===== config.mk =====
export PLATFORM = sky130hd
export DESIGN_NAME = gls_front
export DESIGN_NICKNAME = d
export VERILOG_FILES = /design/src/sv/gls_pkg.sv /design/src/sv/gls_front.sv
export SDC_FILE = /design/constraint.sdc
export NUM_CORES = 1
export LEC_CHECK = 0
export BUFFER_PORTS_ARGS = -buffer_cell sky130_fd_sc_hd__buf_2
export CORE_UTILIZATION = 53
export DETAILED_ROUTE_END_ITERATION = 10
export PLACE_DENSITY = 0.82
export SLEW_MARGIN = 25
export SYNTH_ARGS = -nofsm -noshare
export SYNTH_HDL_FRONTEND = slang
export SYNTH_SLANG_ARGS = --single-unit

===== constraint.sdc =====
create_clock -name vclk -period 15.1
set_input_delay 3.02 -clock vclk [all_inputs]
set_output_delay 3.02 -clock vclk [all_outputs]
set_load 0.02 [all_outputs]

===== src/sv/gls_pkg.sv =====
`default_nettype none

package gls_pkg;

    // Field widths fixed by the item format.
    localparam int COORD_W   = 8;
    localparam int CFG_W     = 9;
    localparam int APB_W     = 32;
    localparam int APB_ADDR_W = 3;

    // Depth of the command queue between the front and the back.
    localparam int CMD_DEPTH = 4;
    localparam int CMD_PTR_W = $clog2(CMD_DEPTH);

    // Reset value of both grid size registers.
    localparam logic [CFG_W-1:0] GRID_RESET = 9'd256;

    // Register indexes, decoded from the word address.
    localparam logic REG_GRID_WIDTH  = 1'b0;
    localparam logic REG_GRID_HEIGHT = 1'b1;

    typedef enum logic [1:0] {
        OP_WRITE = 2'd0,
        OP_CLEAR = 2'd1,
        OP_FIRST = 2'd2,
        OP_NONE  = 2'd3
    } t_op;

    // Bresenham error term; holds values between about -510 and +510.
    typedef logic signed [11:0] t_err;

    // One classified command as it travels from the front to the back.
    typedef struct packed {
        logic                 is_write;
        logic                 want_pass;
        logic                 trivial;
        logic                 cell_passable;
        logic [COORD_W-1:0]   x0;
        logic [COORD_W-1:0]   y0;
        logic                 sx_en;
        logic                 sx_neg;
        logic                 sy_en;
        logic                 sy_neg;
        logic                 along_y;
        logic [COORD_W-1:0]   major;
        logic [COORD_W-1:0]   minor;
        t_err                 err0;
    } t_cmd;

    typedef enum logic {
        BS_IDLE,
        BS_WALK
    } t_bstate;

    typedef enum logic [1:0] {
        PH_MAIN,
        PH_CORNER,
        PH_AFTER
    } t_phase;

endpackage

`default_nettype wire


===== src/sv/gls_front.sv =====
`default_nettype none

module gls_front (
    input  logic                        i_push,
    input  logic                        i_full,
    input  logic [1:0]                  i_opcode,
    input  logic [gls_pkg::COORD_W-1:0] i_start_x,
    input  logic [gls_pkg::COORD_W-1:0] i_start_y,
    input  logic [gls_pkg::COORD_W-1:0] i_end_x,
    input  logic [gls_pkg::COORD_W-1:0] i_end_y,
    input  logic                        i_cell_passable,
    output logic                        o_cmd_push,
    output gls_pkg::t_cmd               o_cmd
);

    import gls_pkg::*;

    logic               keep;
    logic [COORD_W-1:0] adx;
    logic [COORD_W-1:0] ady;
    logic               swap;

    // Decode the opcode; the unused code is taken and dropped.
    // Then set up the line: step directions, major and minor spans, initial error term.
    always_comb begin
        keep            = 1'b0;
        o_cmd.is_write  = 1'b0;
        o_cmd.want_pass = 1'b0;
        unique case (i_opcode)
            OP_WRITE: begin
                keep           = 1'b1;
                o_cmd.is_write = 1'b1;
            end
            OP_CLEAR: begin
                keep = 1'b1;
            end
            OP_FIRST: begin
                keep            = 1'b1;
                o_cmd.want_pass = 1'b1;
            end
            default: begin
                keep = 1'b0;
            end
        endcase

        adx  = (i_end_x >= i_start_x) ? (i_end_x - i_start_x) : (i_start_x - i_end_x);
        ady  = (i_end_y >= i_start_y) ? (i_end_y - i_start_y) : (i_start_y - i_end_y);
        swap = (ady > adx);

        o_cmd.trivial       = (i_start_x == i_end_x) && (i_start_y == i_end_y);
        o_cmd.cell_passable = i_cell_passable;
        o_cmd.x0            = i_start_x;
        o_cmd.y0            = i_start_y;
        o_cmd.sx_en         = (i_end_x != i_start_x);
        o_cmd.sx_neg        = (i_end_x < i_start_x);
        o_cmd.sy_en         = (i_end_y != i_start_y);
        o_cmd.sy_neg        = (i_end_y < i_start_y);
        o_cmd.along_y       = swap;
        o_cmd.major         = swap ? ady : adx;
        o_cmd.minor         = swap ? adx : ady;
        o_cmd.err0          = $signed({3'b000, o_cmd.minor, 1'b0})
                            - $signed({4'b0000, o_cmd.major});
    end

    assign o_cmd_push = i_push && !i_full && keep;

endmodule

`default_nettype wire


* Word-level counts from Yosys, hierarchy flattened *
Cells that the tools add are included.

cells by class
  $add $sub $neg = 5
  order comparisons = 5
  equal/unequal tests = 6
  muxes and demuxes = 7
  reductions and logical operators = 6

operator list
  operator              number
  $mux W8               4
  $sub A8 B8 Y8         4
  $eq A8 B8 Y1          2
  $ge A8 B8 Y1          2
  $lt A8 B8 Y1          2
  $ne A8 B8 Y1          2
  $sub A9 B8 Y10        1
  $gt A8 B8 Y1          1
  $logic_and A1 B1 Y1   3
  $mux W1               3
  $reduce_or A3 Y1      1
  $eq A2 B1 Y1 const B  1
  $eq A2 B2 Y1 const B  1
  $logic_not A2 Y1      1
  $logic_not A1 Y1      1

word-level totals
  register bits after elaboration = 0
  input bits = 37
  output and inout bits = 54
  word-level logic and storage cells = 29

* Depth between registers and ports, before layout *
Gate-level depths: netlist (run 1).

  depth in word-level cells = 5
  depth in mapped cells = 34
  gate-level depth less buffers = 32

* Worst setup path before layout (run 1) *
OpenSTA, ideal clock, no wires.

  kind = input-to-output
  start point = input port i_end_y[0] (netlist name)
  end point = output port o_cmd[10] (netlist name)
  arrival = 10,090 ps
  required time = 12,080 ps
  slack = 1,990 ps
  cell stages on the path = 31
  buffers on the path = 2
  cell sequence = inv_1 ha_1 inv_1 fa_1 nand3_1 a31o_1 o22ai_1 a2111oi_1 o31ai_1 a22o_1 xnor2_1 inv_1 ha_1 a21o_1 a21o_1 a21o_1 or4_1 a21oi_2 a2111o_1 buf_6 mux2i_1 ha_1 a21o_1 maj3_2 maj3_1 o211ai_1 a32oi_2 a21oi_1 o21bai_2 a211oi_1 buf_4

RTL lines
  what             line             RTL
  start, declared  gls_front.sv:10  input logic [gls_pkg::COORD_W-1:0] i_end_y,
  end, declared    gls_front.sv:13  output gls_pkg::t_cmd o_cmd

==> results of run 1 <==
-- per-stage QoR --
stage               instance area, um2  instances  hold slack [ps]  worst slack, ps
floorplan                         2480        345             6110             1990
global route                      2800        460             6040             1300
finish                            2800        460             6040             1720
detailed placement                2800        460             6040             1750
global placement                  2800        460             6040             1950
CTS                               2800        460             6040             1740
-- power groups by stage --
stage	sequential, mW	combinational (mW)	clock, mW
finish	0	0.587	0
global route	0	0.638	0
CTS	0	0.588	0
detailed placement	0	0.585	0
global placement	0	0.577	0
floorplan	0	0.468	0
-- logic make-up (layout without fill, tap and decap cells) --
kind of cell             Yosys count  in the layout  share of synthesized area [%]
AND/OR/NAND/NOR                   86             86                           16.9
multiplexers                      15             15                           7.26
AO/OA/AOI/OAI                     87             87                           24.1
XOR/XNOR                          24             24                           8.77
buffers and inverters             82            145                           16.3
adder cells (fa/ha/maj)           51             51                           26.6
-- area by class of cell --
| class | count | area [um2] | share of cell area, % |
|---|---|---|---|
| tap | 52 | 65.1 | 2.32 |
| multi-input combinational | 263 | 2080 | 74.2 |
| inverter | 56 | 213 | 7.59 |
| timing repair buffer | 89 | 445 | 15.9 |
-- cell usage after synthesis, types with 2 or more instances --
library cell / instances
inv_1: 55
ha_1: 39
nor2_1: 27
a21oi_1: 24
nand2_1: 23
buf_4: 22
xnor2_1: 17
o21ai_0: 14
mux2i_1: 9
a21o_1: 6
and3_1: 6
xor2_1: 6
fa_1: 5
maj3_1: 5
nand3_1: 5
o211ai_1: 5
or2_2: 5
a21oi_2: 4
mux2_2: 4
nand4_1: 4
o21ai_1: 4
a211oi_1: 3
and2_1: 3
buf_2: 3
o21bai_1: 3
or4_1: 3
a211o_1: 2
a31o_1: 2
a31oi_1: 2
maj3_2: 2
mux2i_4: 2
nand2b_1: 2
nor2b_1: 2
o21a_1: 2
-- layer usage --
layer  routed length (um)  share of wire (%)  global-route usage, %  vias to the layer above
met3                  262                4.7                  0.722                        6
met1                 2590                 46                   31.4                     1095
li1                     -                  -                      -                     1298
met5                    0                  0                      0                        -
met2                 2730                 49                   39.7                       82
met4                   43               0.76                   3.11                        0
-- worst paths after layout --
check,startpoint,to,slack [ps],depth (start not counted)
min,i_cell_passable,o_cmd[49],6040,0
max,i_end_y[0],o_cmd[8],1720,31
==> flow_metrics.env, run 1 <==
export IMPL_mostFrequentLayoutCells="buf_2, inv_1, ha_1"
export IMPL_fp_dieW_um=70.4
export IMPL_p_int_mw=0.224
export IMPL_max_stage_delay_ps=530
export IMPL_critical_path_most_common_cell="a21o_1"
export IMPL_synth_area_per_cell_um2=7.20
export IMPL_ios=91
export IMPL_grt_pass1_wl_mm=9.83
export IMPL_fill_cells=410
export IMPL_nClkBuffers=0
export IMPL_rsz0062_at_grt="false"
export IMPL_grt_max_degree=26
export IMPL_end_kind="output pin"
export IMPL_seqPwrFrac_pct=0
export IMPL_synth_top_cell_area_share_pct=19.7
export IMPL_synthesis_nets=426
export IMPL_p_clk_share_pct=0
export IMPL_grt_pass1_vias=2343
export IMPL_power_mw=0.587
export IMPL_postLayoutCoreUtil_pct=63.5
export IMPL_fin_setup_tns_ps=0
export IMPL_avgViaCountPerCell=5.39
export IMPL_gp_congestion=0.902
export IMPL_routed_wirelength_mm=5.62
export IMPL_drive_above_1_share_pct=28.7
export IMPL_p_per_area_nw_per_um2=210
export IMPL_drv_slew=0
export IMPL_slew_limit_headroom_pct=49.5
export IMPL_dr_first_iter_drc_count=111
export IMPL_routedWlPerCell_um=12.2
export IMPL_max_freq_mhz=74.8
export IMPL_n_antenna_cell=0
export IMPL_syn2layout_area_growth_pct=12.9
export IMPL_min_delay_path_class="input pin to output pin"
export IMPL_cts_hold_fix_buffers=0
export IMPL_num_rows=24
export IMPL_yosys_top_cells_area="ha_1, inv_1, buf_4"
export IMPL_flops_and_latches=0
export IMPL_netlist_area_um2=2480
export IMPL_start_util_pct=56.2
export IMPL_peakVddDrop_mv=0.259
export IMPL_ys_seq_area_share_pct=0
export IMPL_hold_viol=0
export IMPL_crit_buf_inv=6
export IMPL_status="complete, no violations"
export IMPL_finalSetupViolations=0
export IMPL_power_leakage_nw=1.53
export IMPL_die_area_um2=4960
export IMPL_cts_resized=0
export IMPL_grt_antenna_before_repair=0
export IMPL_start_kind="input pin"
export IMPL_cpMaxStageDelayCell="a2111oi_1"
export IMPL_post_cts_setup_buffers=0
export IMPL_first_pass_iters=4
export IMPL_core_area_um2=4410
export IMPL_dr_total_vias=2481
export IMPL_cp_required_ps=12080
export IMPL_numPortBuffers=89
export IMPL_yosys_warnings=0
export IMPL_syn_inst=345
export IMPL_synth_area_leader_cell="ha_1"
export IMPL_synth_cell_types=59
export IMPL_nets=491
export IMPL_postRouteAntennaNets=0
export IMPL_gr_total_overflow=0
export IMPL_maxCapViolCount=0
export IMPL_p_sw_share_pct=61.9
export IMPL_crit_family="compound AO/OA/AOI/OAI gates"
export IMPL_fin_crit_sh_pct=88.6
export IMPL_worst_pin_slew_ps=752
export IMPL_die_h_um=70.4
export IMPL_grt_use_total_pct=22.7
export IMPL_fin_crit_ps=13380
export IMPL_seq_area_um2=0
export IMPL_dp_hpwl_mm=4.93
export IMPL_crit_type="input pin to output pin"
export IMPL_critPathArrivalTime_ps=10360
export IMPL_cp_max_fo=25
export IMPL_drc=0
export IMPL_p_comb_share_pct=100.0
export IMPL_p_sw_mw=0.363
export IMPL_final_common_cell="buf_2"
Power figures use the tool's default switching activity.
==> run 2, diff against run 1 <==
--- a/config.mk
+++ b/config.mk
@@ -8,7 +8,7 @@
 export BUFFER_PORTS_ARGS = -buffer_cell sky130_fd_sc_hd__buf_2
 export CORE_UTILIZATION = 53
 export DETAILED_ROUTE_END_ITERATION = 10
-export PLACE_DENSITY = 0.82
+export PLACE_DENSITY_LB_ADDON = 0.05
 export SLEW_MARGIN = 25
 export SYNTH_ARGS = -nofsm -noshare
 export SYNTH_HDL_FRONTEND = slang
==> flow_metrics.env, run 2 (synthesis gave the netlist of run 1 again) <==
export IMPL_status="complete, no violations"
export IMPL_numPortBuffers=89
export IMPL_max_stage_delay_ps=580
export IMPL_die_h_um=70.4
export IMPL_critPathArrivalTime_ps=10370
export IMPL_nets=491
export IMPL_placed_cells=460
export IMPL_die_area_um2=4960
export IMPL_crit_type="input pin to output pin"
export IMPL_post_cts_setup_buffers=0
export IMPL_p_per_area_nw_per_um2=208
export IMPL_syn2layout_area_growth_pct=12.9
export IMPL_end_kind="output pin"
export IMPL_rsz0062_at_grt="false"
export IMPL_num_rows=24
export IMPL_grt_pass1_vias=2059
export IMPL_grt_max_degree=26
export IMPL_cp_required_ps=12080
export IMPL_finalSetupViolations=0
export IMPL_dr_first_iter_drc_count=78
export IMPL_postRouteAntennaNets=0
export IMPL_ios=91
export IMPL_peakVddDrop_mv=0.220
export IMPL_cp_max_fo=25
export IMPL_core_area_um2=4410
export IMPL_cpMaxStageDelayCell="a2111oi_1"
export IMPL_drv_slew=0
export IMPL_nClkBuffers=0
export IMPL_maxCapViolCount=0
export IMPL_hold_viol=0
export IMPL_final_common_cell="buf_2"
export IMPL_grt_antenna_before_repair=0
export IMPL_grt_pass1_wl_mm=8.81
export IMPL_n_antenna_cell=0
export IMPL_routed_wirelength_mm=5.39
export IMPL_worst_pin_slew_ps=765
export IMPL_cts_resized=0
export IMPL_gr_total_overflow=0
export IMPL_critical_path_most_common_cell="a21o_1"
export IMPL_layout_setup_ws_ps=1710
export IMPL_fin_setup_tns_ps=0
export IMPL_slew_limit_headroom_pct=48.7
export IMPL_power_mw=0.584
export IMPL_min_delay_path_class="input pin to output pin"
export IMPL_fill_cells=431
export IMPL_start_util_pct=56.2
export IMPL_seq_area_um2=0
export IMPL_max_freq_mhz=74.7
export IMPL_drc=0
export IMPL_holdWs_ps=6040
export IMPL_mostFrequentLayoutCells="buf_2, inv_1, ha_1"
export IMPL_fp_dieW_um=70.4
export IMPL_grt_use_total_pct=20.7
export IMPL_routedWlPerCell_um=11.7
export IMPL_gp_congestion=0.906
export IMPL_flops_and_latches=0
export IMPL_fin_crit_ps=13390
export IMPL_avgViaCountPerCell=5.35
export IMPL_pre_cts_ws_ps=1760
export IMPL_drive_above_1_share_pct=28.7
export IMPL_first_pass_iters=4
export IMPL_start_kind="input pin"
export IMPL_multi_input_area_um2=2080
export IMPL_power_leakage_nw=1.53
export IMPL_cts_hold_fix_buffers=0
export IMPL_fin_crit_sh_pct=88.7
export IMPL_final_cells=460
export IMPL_dp_hpwl_mm=4.71
export IMPL_dr_total_vias=2459
## run 2: worst paths after layout
kind | start | endpoint | slack [ps] | cells past startpoint
setup / recovery | i_end_y[0] | o_cmd[8] | 1710 | 31
hold / removal | i_cell_passable | o_cmd[49] | 6040 | 0
## run 2: stage by stage
| step | instance area (um2) | utilization, % |
|---|---|---|
| after global routing | 2800 | 63.5 |
| after floorplan | 2480 | - |
| after detailed placement | 2800 | 63.5 |
| final | 2800 | 63.5 |
| after CTS | 2800 | 63.5 |
| after global placement | 2800 | 63.5 |
## run 2: metal layers
| layer | track usage (%) | vias up | share of wire [%] |
|---|---|---|---|
| li1 | - | 1295 | - |
| met1 | 30.5 | 1068 | 51 |
| met2 | 33.8 | 89 | 43 |
| met3 | 0.433 | 7 | 5.1 |
| met4 | 3.56 | 0 | 1.5 |
| met5 | 0 | - | 0 |
## run 2: report_power, final
group	switching (mW)	internal, mW
sequential	0	0
combinational	0.361	0.223
clock	0	0
total	0.361	0.223
## run 2: worst max-delay path, delay by kind of cell
kind                     cells  cell delay (ps)
adder cells (fa/ha/maj)      6             2150
buffers and inverters        6              740
AND/OR/NAND/NOR              2              670
XOR/XNOR                     2              420
AO/OA/AOI/OAI               15             3390
## run 2: final cells by class
type | instances | area share [%]
Tap cell | 52 | 2.32
Timing Repair Buffer | 89 | 15.9
Multi-Input combinational cell | 263 | 74.2
Inverter | 56 | 7.59
==> run 3, diff against run 2 <==
==> constraint.sdc (replaced) <==
create_clock -name vclk -period 15.1
set_input_delay 4.53 -clock vclk [all_inputs]
set_output_delay 4.53 -clock vclk [all_outputs]
set_load 0.005 [all_outputs]
==> flow_metrics.env, run 3 (synthesis gave the netlist of run 1 again) <==
export IMPL_nClkBuffers=0
export IMPL_final_area_um2=3760
export IMPL_dp_hpwl_mm=5.35
export IMPL_drv_slew=0
export IMPL_peakVddDrop_mv=0.213
export IMPL_min_delay_path_class="input pin to output pin"
export IMPL_cts_hold_fix_buffers=0
export IMPL_grt_antenna_before_repair=0
export IMPL_die_h_um=70.4
export IMPL_layout_setup_ws_ps=-118
export IMPL_die_area_um2=4960
export IMPL_num_rows=24
export IMPL_fp_dieW_um=70.4
export IMPL_avgViaCountPerCell=5.40
export IMPL_worst_pin_slew_ps=465
export IMPL_n_antenna_cell=0
export IMPL_power_leakage_nw=1.95
export IMPL_start_util_pct=56.2
export IMPL_first_pass_iters=4
export IMPL_routed_wirelength_mm=7.51
export IMPL_crit_buf_inv=6
export IMPL_routed_top_layer="met4"
export IMPL_crit_family="compound AO/OA/AOI/OAI gates"
export IMPL_maxCapViolCount=0
export IMPL_core_area_um2=4410
export IMPL_start_kind="input pin"
export IMPL_mostFrequentLayoutCells="buf_2, buf_4, inv_1"
export IMPL_drc=0
export IMPL_finalSetupViolations=5
export IMPL_syn2layout_area_growth_pct=51.7
export IMPL_postRouteAntennaNets=0
export IMPL_wl_met3_um=374
export IMPL_cp_max_fo=4
export IMPL_slew_limit_headroom_pct=68.7
export IMPL_gr_total_overflow=0
export IMPL_cp_required_ps=10570
export IMPL_end_kind="output pin"
export IMPL_drt_met1_wl_mm=3.29
export IMPL_cpMaxStageDelayCell="or4_4"
export IMPL_nets=571
export IMPL_flops_and_latches=0
export IMPL_fin_crit_ps=15220
export IMPL_final_common_cell="buf_2"
export IMPL_critPathArrivalTime_ps=10690
export IMPL_numPortBuffers=89
export IMPL_critical_path_most_common_cell="a21o_1"
export IMPL_grt_pass1_wl_mm=11.2
export IMPL_ios=91
export IMPL_final_cells=540
export IMPL_status="finished with violations"
export IMPL_holdWs_ps=9060
export IMPL_crit_type="input pin to output pin"
export IMPL_placed_cells=523
export IMPL_grt_max_degree=24
export IMPL_grt_use_total_pct=26.8
export IMPL_wl_met2_mm=3.64
export IMPL_placed_cell_area_um2=3330
export IMPL_max_stage_delay_ps=530
export IMPL_drive_above_1_share_pct=50.6
export IMPL_seq_area_um2=0
export IMPL_path_depth=30
export IMPL_dr_total_vias=2915
export IMPL_min_delay_path_depth=0
export IMPL_rsz0062_at_grt="true"
export IMPL_dr_first_iter_drc_count=169
export IMPL_routedWlPerCell_um=13.9
export IMPL_hold_viol=0
export IMPL_pre_cts_ws_ps=-295
export IMPL_p_per_area_nw_per_um2=166
export IMPL_fin_crit_sh_pct=101
export IMPL_violations="negative setup slack"
export IMPL_max_freq_mhz=65.7
export IMPL_grt_pass1_vias=2618
export IMPL_gp_congestion=0.926
run 3: changes by cell type in the layout (fill, tap and decap cells not counted), sizes merged:
cell,delta
buf,+80
run 3: per-stage QoR:
| stage | utilization, % | power (mW) | setup TNS [ps] |
|---|---|---|---|
| 4_1_cts | 80.0 | 0.575 | 0 |
| 2_1_floorplan | - | 0.364 | -14.3 |
| 6_report | 85.3 | 0.626 | -332 |
| 5_1_grt | 85.3 | 0.680 | -1990 |
| 3_5_place_dp | 75.4 | 0.541 | -1410 |
| 3_3_place_gp | 75.4 | 0.531 | -424 |
run 3: path summary, 6_finish.rpt:
path,from,endpoint
worst max-delay path,i_start_y[3],o_cmd[8]
worst min-delay path,i_cell_passable,o_cmd[49]
run 3: where the power goes:
| part | internal, mW | switching (mW) |
|---|---|---|
| Combinational | 0.324 | 0.302 |
| Clock | 0 | 0 |
| Sequential | 0 | 0 |
| Total | 0.324 | 0.302 |
run 3: what timing repair did:
| action | CTS | global route |
|---|---|---|
| setup buffers | 10 | 9 |
| pin swaps | 31 | 27 |
| endpoints found under the setup margin | 7 | 9 |
| resized for setup | 24 | 39 |
run 3: layer usage:
| metal | GRT usage [%] | vias to the layer above |
|---|---|---|
| met3 | 0.866 | 20 |
| met4 | 4.00 | 0 |
| met2 | 47.9 | 116 |
| met5 | 0 | - |
| li1 | - | 1451 |
| met1 | 36.1 | 1328 |
run 3: cell type report:
type                            instances  area, um2
Tap cell                               52       65.1
Inverter                               56        215
Multi-Input combinational cell        263       2410
Fill cell                             266        649
Timing Repair Buffer                  169       1070
