--- src/sv/gls_pkg.sv ---
`default_nettype none

package gls_pkg;

    // Field widths fixed by the item format.
    localparam int COORD_W   = 8;
    localparam int CFG_W     = 9;
    localparam int APB_W     = 32;
    localparam int APB_ADDR_W = 3;

    // Depth of the command queue between the front and the back.
    localparam int CMD_DEPTH = 4;
    localparam int CMD_PTR_W = $clog2(CMD_DEPTH);

    // Reset value of both grid size registers.
    localparam logic [CFG_W-1:0] GRID_RESET = 9'd256;

    // Register indexes, decoded from the word address.
    localparam logic REG_GRID_WIDTH  = 1'b0;
    localparam logic REG_GRID_HEIGHT = 1'b1;

    typedef enum logic [1:0] {
        OP_WRITE = 2'd0,
        OP_CLEAR = 2'd1,
        OP_FIRST = 2'd2,
        OP_NONE  = 2'd3
    } t_op;

    // Bresenham error term; holds values between about -510 and +510.
    typedef logic signed [11:0] t_err;

    // One classified command as it travels from the front to the back.
    typedef struct packed {
        logic                 is_write;
        logic                 want_pass;
        logic                 trivial;
        logic                 cell_passable;
        logic [COORD_W-1:0]   x0;
        logic [COORD_W-1:0]   y0;
        logic                 sx_en;
        logic                 sx_neg;
        logic                 sy_en;
        logic                 sy_neg;
        logic                 along_y;
        logic [COORD_W-1:0]   major;
        logic [COORD_W-1:0]   minor;
        t_err                 err0;
    } t_cmd;

    typedef enum logic {
        BS_IDLE,
        BS_WALK
    } t_bstate;

    typedef enum logic [1:0] {
        PH_MAIN,
        PH_CORNER,
        PH_AFTER
    } t_phase;

endpackage

`default_nettype wire

--- src/sv/gls_cmd_fifo.sv ---
`default_nettype none

module gls_cmd_fifo (
    input  logic          i_clk,
    input  logic          i_rst_n,
    input  logic          i_push,
    input  gls_pkg::t_cmd i_cmd,
    output logic          o_full,
    input  logic          i_pop,
    output logic          o_empty,
    output gls_pkg::t_cmd o_cmd
);

    import gls_pkg::*;

    t_cmd                 r_mem [CMD_DEPTH];
    logic [CMD_PTR_W-1:0] r_wr;
    logic [CMD_PTR_W-1:0] r_rd;
    logic [CMD_PTR_W:0]   r_cnt;
    logic [CMD_PTR_W:0]   n_cnt;

    assign o_full  = (r_cnt == (CMD_PTR_W+1)'(CMD_DEPTH));
    assign o_empty = (r_cnt == '0);
    assign o_cmd   = r_mem[r_rd];

    // Occupancy follows the push and pop pair.
    always_comb begin
        case ({i_push, i_pop})
            2'b10:   n_cnt = r_cnt + 1'b1;
            2'b01:   n_cnt = r_cnt - 1'b1;
            default: n_cnt = r_cnt;
        endcase
    end

    // Pointers and count.
    always_ff @(posedge i_clk) begin
        if (!i_rst_n) begin
            r_wr  <= '0;
            r_rd  <= '0;
            r_cnt <= '0;
        end else begin
            if (i_push) begin
                r_wr <= r_wr + 1'b1;
            end
            if (i_pop) begin
                r_rd <= r_rd + 1'b1;
            end
            r_cnt <= n_cnt;
        end
    end

    // Entry storage.
    always_ff @(posedge i_clk) begin
        if (i_push) begin
            r_mem[r_wr] <= i_cmd;
        end
    end

endmodule

`default_nettype wire

--- config.mk ---
export PLATFORM = sky130hd
export DESIGN_NAME = gls_cmd_fifo
export DESIGN_NICKNAME = d
export VERILOG_FILES = /design/src/sv/gls_pkg.sv /design/src/sv/gls_cmd_fifo.sv
export SDC_FILE = /design/constraint.sdc
export NUM_CORES = 1
export LEC_CHECK = 0
export BUFFER_PORTS_ARGS = -buffer_cell sky130_fd_sc_hd__buf_2
export CAP_MARGIN = 20
export CORE_MARGIN = 5
export CORE_UTILIZATION = 30
export DETAILED_ROUTE_END_ITERATION = 8
export GPL_TIMING_DRIVEN = 0
export PLACE_DENSITY = 0.55
export SYNTH_ARGS = -nofsm -noshare
export SYNTH_HDL_FRONTEND = slang
export SYNTH_SLANG_ARGS = --single-unit
--- constraint.sdc ---
create_clock -name i_clk -period 3 [get_ports i_clk]
set_clock_uncertainty 0.15 [all_clocks]
set_input_delay 0.15 -clock i_clk [delete_from_list [all_inputs] [get_ports i_clk]]
set_output_delay 0.15 -clock i_clk [all_outputs]
set_load 0.005 [all_outputs]
Word-level counts from Yosys, hierarchy flattened
Memory sizes are Yosys's and may differ from the RTL's. A register that Yosys moved wholly into a read port is not among the register bits.
Index checks and enable logic that the tools add are counted.
{ "word_totals": {"register_bits": 7, "ram_bits": 212, "inputBits": 57, "out_inout_bits": 55, "wordCells": 18, "mem_count": 1} }
{ "mem_list": {"columns": ["name", "words", "width", "read_ports", "rd_clocked_by_memory_dff", "wr", "line", "text"], "rows": [
  ["r_mem", 4, 53, 1, 1, 1, "gls_cmd_fifo.sv:16", "t_cmd r_mem [CMD_DEPTH];"]
]} }
{ "op_classes": {"addsub": 4, "eq_ne": 3, "muxes": 5, "reduce_logical": 2} }
{ "ops": {"columns": ["cell", "n"], "rows": [
  ["$pmux 3 s2", 1],
  ["$add 2x1->2 const B", 2],
  ["$mux 2", 2],
  ["$add 3x1->3 const B", 1],
  ["$eq 3x3->1 const B", 1],
  ["$logic_not 3->1", 1],
  ["$sub 3x1->3 const B", 1],
  ["$eq 2x1->1 const B", 1],
  ["$eq 2x2->1 const B", 1],
  ["$mux 1", 2],
  ["$reduce_bool 2->1", 1]
]} }

Depth between registers and ports, before layout
Gate-level depths: netlist (run 1).
{ "logic_depth": {"depth_word": 3, "mapped_depth": 7, "ltp_nobuf": 7} }

Least setup slack after synthesis (run 1)
No wires, ideal clock.
{ "synth_timing": {"kind": "register to register", "startpoint": "register r_wr[0]", "endpoint": "memory r_mem[2][0] (netlist bit) (enable)", "setup_time_ns": 0.416, "t_arrival_ns": 1.800, "t_required_ns": 2.434, "path_slack_ns": 0.634, "stages_incl_launch_ff": 4, "n_path_buf": 0, "period_less_slack_ns": 2.366, "path_cell_list": "dfxtp_1 inv_1 ha_1 and2_1"} }
{ "synth_rtl": {"columns": ["item", "line", "text"], "rows": [
  ["from (decl)", "gls_cmd_fifo.sv:17", "logic [CMD_PTR_W-1:0] r_wr;"],
  ["from (signal assigned)", "gls_cmd_fifo.sv:43", "r_wr <= r_wr + 1'b1;"],
  ["to (decl)", "gls_cmd_fifo.sv:16", null]
]} }
Straight into the memory's write port.

==> impl_metrics.json, run 1 <==
{
  "synth_nets": 386,
  "grt_overflow": 0,
  "antenna_found_initial": 0,
  "first_iter_violations": 203,
  "avgRoutedWirePerCell_um": 18.4,
  "synth-simple-area-share_pct": 1.15,
  "hold_class": "in -> reg",
  "regToRegStartpoint": "r_cnt[0]$_SDFFE_PN0P_",
  "grt_pass1_vias": 4378,
  "row_count": 60,
  "cts_tree": "built",
  "vias": 3850,
  "die_h_um": 175,
  "postCtsSetupBuffers": 0,
  "finalHoldViolations": 0,
  "drt_wl_total_um": 16100,
  "worst_pin_slew_ns": 0.596,
  "finalSetupViolations": 0,
  "synth.area.mux_share_pct": 14.9,
  "drc_errors": 0,
  "cts_made_buffers": 25,
  "port_buffers": 111,
  "cp_max_fo": 10,
  "synth_seq_cells": 221,
  "rsz0062_at_grt": "false",
  "firstDrtPassIters": 4,
  "num_io_pins": 112,
  "leakage_nw": 3.62,
  "cap_violations": 0,
  "period_minus_slack_ns": 2.51,
  "final_common_cell": "edfxtp_1",
  "ctsRootBufferMaster": "clkbuf_16",
  "fmax_mhz": 398,
  "yosys.area_share.adder_pct": 1.01,
  "layout_common_cells": "edfxtp_1 (212), buf_2 (116), dlygate4sd3_1 (57), mux4_2 (50), clkbuf_16 (25)",
  "clk_pin_slew_worst_paths_ns": 0.06,
  "drive_above_1_share_pct": 40.0,
  "fillers": 2419,
  "synth_top_cell_by_area": "edfxtp_1",
  "cts_buffer_depth": 3,
  "cp_data_required_time_ns": 2.70,
  "areaGrowthSynthToFinish_pct": 29.5,
  "yosys.area_share.xor_xnor_pct": 0.537,
  "synth.distinct_cells": 22,
  "vdd_drop_max_mv": 0.440,
  "clkLatencyLatePin_ns": 0.51,
  "synth_area_per_cell_um2": 25.3,
  "slew_headroom_pct": 60.3,
  "netlist_instances": 323,
  "ys_seq_area_share_pct": 80.2,
  "finalSetupTns_ns": 0,
  "start_kind": "flop",
  "synth_top_family_by_area": "multiplexers",
  "cts-htree-levels": 1,
  "dieArea_um2": 30600,
  "cp-end-kind": "output port",
  "fp.coreArea_um2": 26900,
  "n_antenna_cell": 0,
  "ys.warnings.count": 0,
  "synthTopCellsByArea": "edfxtp_1 (78%), mux4_2 (14%), dfxtp_1 (2.2%)",
  "final_cells": 874,
  "min_from": "i_cmd[1]",
  "grtUsageTotal_pct": 10.7,
  "worstSetupPathType": "reg -> out",
  "placed_cells": 779,
  "ant_nets": 0,
  "finalCritPeriodShare_pct": 83.8,
  "postLayoutCellArea_um2": 10600,
  "crit_arrival_ns": 2.21,
  "viasPerCell": 4.41,
  "placed_cell_area_um2": 9260,
  "fp.dieW_um": 175,
  "place_hpwl_um": 9840,
  "grt_max_degree": 38,
  "grt_pass1_wl_um": 25300,
  "netlist_area_um2": 8160,
  "synth_top_area_share_pct": 78.0,
  "gp_congestion": 0.684,
  "cts.sinks": 221,
  "drv_slew": 0,
  "synth_compound_area_share_pct": 0.215,
  "p_per_area_nw_per_um2": 669,
  "start_util_pct": 30.4,
  "nets": 585,
  "status": "completed"
}
where the power goes:
| group | internal [mW] | switching (mW) |
|---|---|---|
| Combinational | 0.384 | 0.335 |
| Sequential | 3.54 | 0.0341 |
| Clock | 1.67 | 1.11 |
| Total | 5.59 | 1.48 |
path summary, 6_finish.rpt:
path                                               to  slack (ns)  depth (start not counted)
worst max-delay path                        o_cmd[17]        0.49                          4
worst min-delay path            r_mem[3][1]$_DFFE_PP_        0.24                          2
worst max register to register  r_cnt[2]$_SDFFE_PN0P_        1.26                          5
worst min register to register  r_cnt[2]$_SDFFE_PN0P_        0.39                          2
synthesized netlist by cell type (all sizes together):
library cell	instances
xnor2	2
xor2	3
inv	6
a21boi	1
mux2i	1
and2	10
clkbuf	1
fa	1
edfxtp	212
nor3	1
ha	5
or3	1
nand2	2
mux4	53
and3	1
buf	11
dfxtp	9
o21ai	2
nor2b	1
routing by layer:
metal,up-vias,GRT usage (%),wire [um]
li1,1755,-,-
met1,1982,13.3,6740
met2,86,18.7,8180
met3,27,2.51,870
met4,0,2.85,328
met5,-,0,0
logic make-up after synthesis:
group,count (synthesis)
adder cells (fa/ha/maj),6
buffers and inverters,18
AO/OA/AOI/OAI,3
AND/OR/NAND/NOR,16
multiplexers,54
XOR/XNOR,5
flip-flops,221
what timing repair did:
action                    CTS  global route
hold endpoints to repair  221             0
hold buffers               57             0
resized for setup           0             0
flip-flops by register name, summed over array words and instances (netlist names), named ones only:
name / count
r_cnt: 3
r_mem: 212
r_rd: 2
r_wr: 2
worst max-delay path: stages (launching register included):
cell and delay, ns:
dfxtp_1 0.30, clkbuf_1 0.46, buf_2 0.40, mux4_2 0.37, buf_2 0.15
area by class of cell:
| cell class | instances | area (um^2) | share of cell area, % |
|---|---|---|---|
| inverters | 6 | 22.5 | 0.213 |
| clock inverters | 11 | 105 | 0.994 |
| plain buffers | 12 | 140 | 1.33 |
| clock buffers | 27 | 633 | 5.99 |
| repair buffers | 172 | 1240 | 11.7 |
| multi-input cells | 84 | 1460 | 13.8 |
| flip-flops and latches | 221 | 6550 | 61.9 |
| well taps | 341 | 427 | 4.04 |
per-stage QoR:
step	total power, mW	hold slack [ns]	util, %	setup slack, ns
floorplan	4.01	0.0989	-	0.634
global placement	4.29	0.209	34.0	-0.596
detailed placement	4.33	0.219	34.5	0.942
CTS	7.22	0.202	39.3	0.370
global route	7.41	0.227	39.3	0.344
finish	7.07	0.240	39.3	0.487
Note: power is estimated with default switching activity, not from simulation.
==> run 2: changes to the inputs <==
- ABC_AREA: not set -> 1
- PLACE_DENSITY: 0.55 -> 0.57
- clock period: 3 -> 2 ns (I/O delays scaled with it)
==> run 2 against run 1 <==
Power rose by 57%. Register-to-register slack worse by 1.1 ns. Critical path type unchanged. Via count grew 40%. Global-route usage up 3.7 points. Clock power is 54% higher. Flip-flop and latch count unchanged. Synthesized cell count rose by 76%. Highest routed layer unchanged. Setup slack worse by 0.46 ns. Sequential power rose by 49%. Largest cell class unchanged. Hold slack worse by 0.20 ns.
==> impl_metrics.json, run 2 <==
{
  "synth_most_common_cell": "edfxtp_1",
  "grt_pass1_vias": 5763,
  "grtUsageTotal_pct": 14.4,
  "synth.distinct_cells": 23,
  "status": "completed",
  "min_to": "r_cnt[0]$_SDFFE_PN0P_",
  "period_minus_slack_ns": 1.98,
  "min_from": "i_push",
  "areaGrowthSynthToFinish_pct": 42.6,
  "clkLatencyLatePin_ns": 0.51,
  "drt_wl_total_um": 23100,
  "final_common_cell": "edfxtp_1",
  "dieArea_um2": 31700,
  "seqPwrFrac_pct": 48.2,
  "port_buffers": 111,
  "synth_top_area_share_pct": 75.1,
  "post-place-ws_ns": -0.401,
  "netlist_instances": 570,
  "gp_congestion": 0.691,
  "cp_data_required_time_ns": 1.75,
  "ys_seq_area_share_pct": 77.2,
  "cts_tree": "built",
  "firstDrtPassIters": 4,
  "nets": 859,
  "r2r_end": "r_mem[2][44]$_DFFE_PP_",
  "finalSetupViolations": 0,
  "hold_class": "in -> reg",
  "p_int_mw": 8.51,
  "slew_headroom_pct": 69.8,
  "layout_common_cells": "edfxtp_1 (212), buf_2 (112), dlygate4sd3_1 (58), nor2_1 (55), o21ai_1 (45)",
  "vias": 5404,
  "first_iter_violations": 240,
  "post-layout-total-power_mw": 11.1,
  "p_per_area_nw_per_um2": 916,
  "synth_area_per_cell_um2": 14.9,
  "worst_pin_slew_ns": 0.452,
  "reg_top3": "r_mem: 212 flops, r_cnt: 3 flops",
  "n_antenna_cell": 0,
  "drv_slew": 0,
  "netlist_area_um2": 8480,
  "largest_reg_flops": 212,
  "crit_arrival_ns": 1.73,
  "synth_edf_count": 212,
  "top_register": "r_mem",
  "viasPerCell": 4.54,
  "cp_max_fo": 10,
  "layout_setup_ws_ns": 0.0219,
  "drive_above_1_share_pct": 42.8,
  "pwr-share-clk_pct": 38.6,
  "cts_buffer_depth": 3,
  "cts.sinks": 221,
  "worstSetupPathType": "reg -> out",
  "start_kind": "flop",
  "num_io_pins": 112,
  "fillers": 2514,
  "async_reset_ff_share_pct": 0,
  "die_h_um": 178,
  "cts-htree-levels": 1,
  "rrSetupSlack_ns": 0.14,
  "critPathMaxStageDelay_ns": 0.38,
  "grt_pass1_wl_um": 34100,
  "clk_pin_slew_worst_paths_ns": 0.06,
  "fmax_mhz": 506,
  "place_hpwl_um": 12600,
  "fp.dieW_um": 178,
  "vdd_drop_max_mv": 0.613,
  "antenna_found_initial": 0,
  "grt_overflow": 0,
  "fp.coreArea_um2": 27900,
  "path_cells": "buf_12, inv_12, buf_4, o21ai_0, o22ai_2, buf_2",
  "finalCritPeriodShare_pct": 98.9,
  "rr_worst_depth": 4,
  "finalHoldViolations": 0,
  "slowest_stage": "dfxtp_4",
  "synth_top_cell_by_area": "edfxtp_1",
  "start_util_pct": 30.4,
  "grt_max_degree": 30,
  "synth_nets": 633,
  "ant_nets": 0,
  "row_count": 61,
  "synthTopCellsByArea": "edfxtp_1 (75%), o21ai_0 (6.0%), nor2_1 (3.9%)",
  "pwr-share-comb_pct": 13.2,
  "synth_seq_cells": 221,
  "regToRegStartpoint": "r_wr[0]$_SDFFE_PN0P_",
  "leakage_nw": 4.23,
  "cts_made_buffers": 25,
  "rsz0062_at_grt": "true",
  "drc_errors": 0,
  "ctsRootBufferMaster": "clkbuf_16",
  "ys.warnings.count": 0,
  "synth_common_cells": "edfxtp_1 (212), o21ai_0 (102), nor2_1 (89)",
  "cp-end-kind": "output port",
  "avgRoutedWirePerCell_um": 19.4,
  "hold_depth": 5,
  "p_sw_mw": 2.57,
  "cap_violations": 0,
  "synth_flop_cell": "edfxtp_1",
  "switching_share_pct": 23.2
}
[run 2: changes by cell type after synthesis, moves of 13 or more]
cell / previous run / this run
nor2_2: 0 / 20
o22ai_1: 0 / 33
nor2_1: 0 / 89
buf_2: 5 / 18
o21ai_0: 2 / 102
o22ai_2: 0 / 20
mux4_2: 50 / 0
[run 2: repair_timing]
action	4_1_cts	5_1_grt
setup endpoints to repair	239	54
gates cloned	13	2
gates resized for setup	188	91
buffers inserted	16	2
hold endpoints to repair	221	0
hold buffers	58	0
pin swaps	44	23
[run 2: logic make-up (layout without fill, tap and decap cells)]
kind of cell / after synthesis / count (layout) / synth area share [%]
AO/OA/AOI/OAI: 170 / 170 / 12.3
adder cells (fa/ha/maj): 6 / 6 / 0.974
buffers and inverters: 51 / 294 / 3.42
flip-flops: 221 / 221 / 77.2
AND/OR/NAND/NOR: 122 / 122 / 6.07
[run 2: power by group through the flow]
stage	clock network, mW	logic (mW)	registers (mW)
finish	4.27	1.46	5.34
global route	4.61	1.60	5.36
floorplan	0	0.519	5.42
global placement	0	0.995	5.43
detailed placement	0	1.03	5.43
CTS	4.41	1.47	5.33
[run 2: worst max-delay path by stage]
stage / startpoint / end / slack [ns] / depth (start not counted)
after floorplan: r_wr[0]$_SDFFE_PN0P_ / r_mem[0][0]$_DFFE_PP_ / 0.01 / 4
after detailed placement: r_wr[0]$_SDFFE_PN0P_ / r_mem[2][7]$_DFFE_PP_ / -0.40 / 5
after CTS: flop / o_cmd[16] / -0.15 / 9
final: flop / o_cmd[24] / 0.02 / 6
after global placement: r_wr[0]$_SDFFE_PN0P_ / r_mem[0][8]$_DFFE_PP_ / -0.87 / 4
after global routing: flop / o_cmd[24] / -0.04 / 7
[run 2: layer usage]
layer	share of wire [%]	wire [um]	GRT usage, %
met3	4.2	963	2.23
met2	49	11200	24.6
met1	45	10300	19.3
met5	0	0	0
met4	2.4	551	3.38
[run 2: metrics by stage]
stage | hold slack (ns) | utilization (%) | setup TNS (ns) | instances | instance area (um^2)
6_report | 0.0386 | 43.4 | 0 | 1191 | 12100
5_1_grt | 0.0941 | 43.4 | -0.415 | 1191 | 12100
4_1_cts | 0.00385 | 43.1 | -3.83 | 1194 | 12000
3_5_place_dp | 0.167 | 34.5 | -34.81 | 1063 | 9600
3_3_place_gp | 0.167 | 34.2 | -165.84 | 1059 | 9520
2_1_floorplan | 0.0489 | - | 0 | 570 | 8490
[run 2: final cells by class]
class,count,area (um^2),share of cell area (%)
Buffer,32,487,4.03
Clock buffer,30,644,5.33
Clock inverter,14,125,1.03
Inverter,17,96.3,0.797
Multi-Input combinational cell,298,2090,17.3
Sequential cell,221,6550,54.2
Tap cell,378,473,3.91
Timing Repair Buffer,196,1590,13.1
Timing Repair inverter,5,38.8,0.321
[run 2: critical path: cells and delay by family (launching register included)]
kind	cells	cell delay [ns]
buffers and inverters	4	0.49
DFF	1	0.38
AOI/OAI and AO/OA	2	0.34
==> run 3: changes to the inputs <==
- ABC_AREA: 1 -> 0
- SKIP_CTS_REPAIR_TIMING: not set -> 1
==> run 3 against run 2 <==
The run now ends with setup timing left. Global-route usage down 4.4 points. Maximum frequency down 5.4%. Non-clock buffer count down 46. Via count down 28%. Die area down 3.5%. Sequential power up 0.7%. Cell count down 27%. Cell area down 13%. Combinational power down 25%. First-iteration DRC count down 17%. Utilization down 4.1 points. Power down 4.7%.
==> impl_metrics.json, run 3 (synthesis results as in run 1) <==
{
  "areaGrowthSynthToFinish_pct": 29.3,
  "grt_pass1_wl_um": 23900,
  "clk_pin_slew_worst_paths_ns": 0.06,
  "crit_arrival_ns": 1.84,
  "nets": 582,
  "die_h_um": 175,
  "dieArea_um2": 30600,
  "period_minus_slack_ns": 2.09,
  "vdd_drop_max_mv": 0.653,
  "worst_pin_slew_ns": 0.882,
  "ctsRootBufferMaster": "clkbuf_16",
  "ant_nets": 0,
  "p_per_area_nw_per_um2": 1000,
  "viasPerCell": 4.44,
  "path_cells": "buf_12, buf_12, mux4_2, buf_2",
  "post-place-ws_ns": -0.0433,
  "top_layer_used": "met4",
  "cpMostUsedCell": "buf_12",
  "layout_common_cells": "edfxtp_1 (212), buf_2 (107), dlygate4sd3_1 (56), mux4_2 (53), clkbuf_16 (25)",
  "hold_class": "in -> reg",
  "largest_reg_flops": 212,
  "vias": 3873,
  "grt_overflow": 0,
  "cts_made_buffers": 23,
  "drive_above_1_share_pct": 40.5,
  "status": "complete, but fails checks",
  "cap_violations": 0,
  "antenna_found_initial": 1,
  "grt_pass1_vias": 4138,
  "leakage_nw": 3.59,
  "fin_hold_ws_ns": 0.191,
  "finalSetupViolations": 52,
  "layout_setup_ws_ns": -0.0913,
  "critPathTopFamily": "multiplexers",
  "first_iter_violations": 200,
  "cts_tree": "built",
  "cts.sinks": 221,
  "reg_top3": "r_mem: 212 flops, r_cnt: 3 flops",
  "slowest_stage": "mux4_2",
  "fmax_mhz": 478,
  "grt_max_degree": 54,
  "rrSetupSlack_ns": 0.13,
  "num_io_pins": 112,
  "grtUsageTotal_pct": 10.0,
  "post-layout-total-power_mw": 10.6,
  "drc_errors": 0,
  "final_common_cell": "edfxtp_1",
  "cp-end-kind": "output port",
  "met3_wirelength_um": 889,
  "fp.coreArea_um2": 26900,
  "fillers": 2430,
  "placed_cell_area_um2": 9150,
  "finalCritPeriodShare_pct": 105,
  "critPathMaxStageDelay_ns": 0.52,
  "avgRoutedWirePerCell_um": 18.4,
  "finalHoldViolations": 0,
  "rsz0062_at_grt": "true",
  "cp_data_required_time_ns": 1.75,
  "slew_headroom_pct": 41.2,
  "failed_checks": "setup timing",
  "m1WireLength_um": 6690,
  "top_register": "r_mem",
  "port_buffers": 111,
  "worstSetupPathType": "reg -> out",
  "cts_buffer_depth": 3,
  "fp.dieW_um": 175,
  "place_hpwl_um": 9140,
  "start_kind": "flop",
  "post-route-util_pct": 39.3,
  "clkLatencyLatePin_ns": 0.49,
  "cts-htree-levels": 1,
  "gp_congestion": 0.676,
  "row_count": 60,
  "postLayoutCellArea_um2": 10600,
  "wl_met2_um": 8250,
  "drv_slew": 0,
  "drt_wl_total_um": 16100,
  "cp_max_fo": 10,
  "firstDrtPassIters": 4,
  "path_buf_inv": 3,
  "start_util_pct": 30.4
}
run 3: changes by cell type in the layout (fill, tap and decap cells not counted), moves of 14 or more:
cell,previous run,this run
mux4_2,0,53
o21ai_2,27,0
o22ai_2,41,0
nor2_2,40,0
nor2_4,14,0
buf_12,21,7
o21ai_1,45,0
o21ai_0,35,2
nor2_1,55,0
run 3: path summary, 6_finish.rpt:
path | start | to | cells past startpoint
min reg2reg | r_cnt[2]$_SDFFE_PN0P_ | r_cnt[2]$_SDFFE_PN0P_ | 2
min | i_cmd[45] | r_mem[3][45]$_DFFE_PP_ | 2
max reg2reg | r_wr[0]$_SDFFE_PN0P_ | r_mem[0][49]$_DFFE_PP_ | 3
max | flop | o_cmd[26] | 4
run 3: metal layers:
layer / track usage [%] / up-vias
li1: - / 1760
met1: 12.2 / 1992
met2: 17.3 / 98
met3: 3.01 / 23
met4: 2.72 / 0
met5: 0 / -
run 3: layout make-up:
type	count	area (um^2)	share of cell area (%)
tap	341	427	4.04
timing repair buffer	171	1220	11.5
buffer	11	158	1.49
inverter	6	22.5	0.213
multi-input combinational	85	1460	13.8
antenna	1	2.50	0.0237
clock buffer	29	598	5.67
sequential	221	6550	62.1
clock inverter	8	116	1.10
run 3: power by group:
part / switching (mW) / internal (mW)
sequential: 0.0620 / 5.31
combinational: 0.496 / 0.599
clock: 1.61 / 2.48
total: 2.16 / 8.39
run 3: through the flow:
step | instances | setup TNS [ns]
after global placement | 775 | -74.76
final | 873 | -3.29
after CTS | 812 | -28.66
after floorplan | 323 | 0
after global routing | 873 | -7.88
after detailed placement | 775 | -0.726
run 3: worst reg2reg max path, stage by stage (launching register included):
cell and delay [ns]:
dfxtp_1 0.35, inv_1 0.10, ha_1 0.15, and2_4 0.71
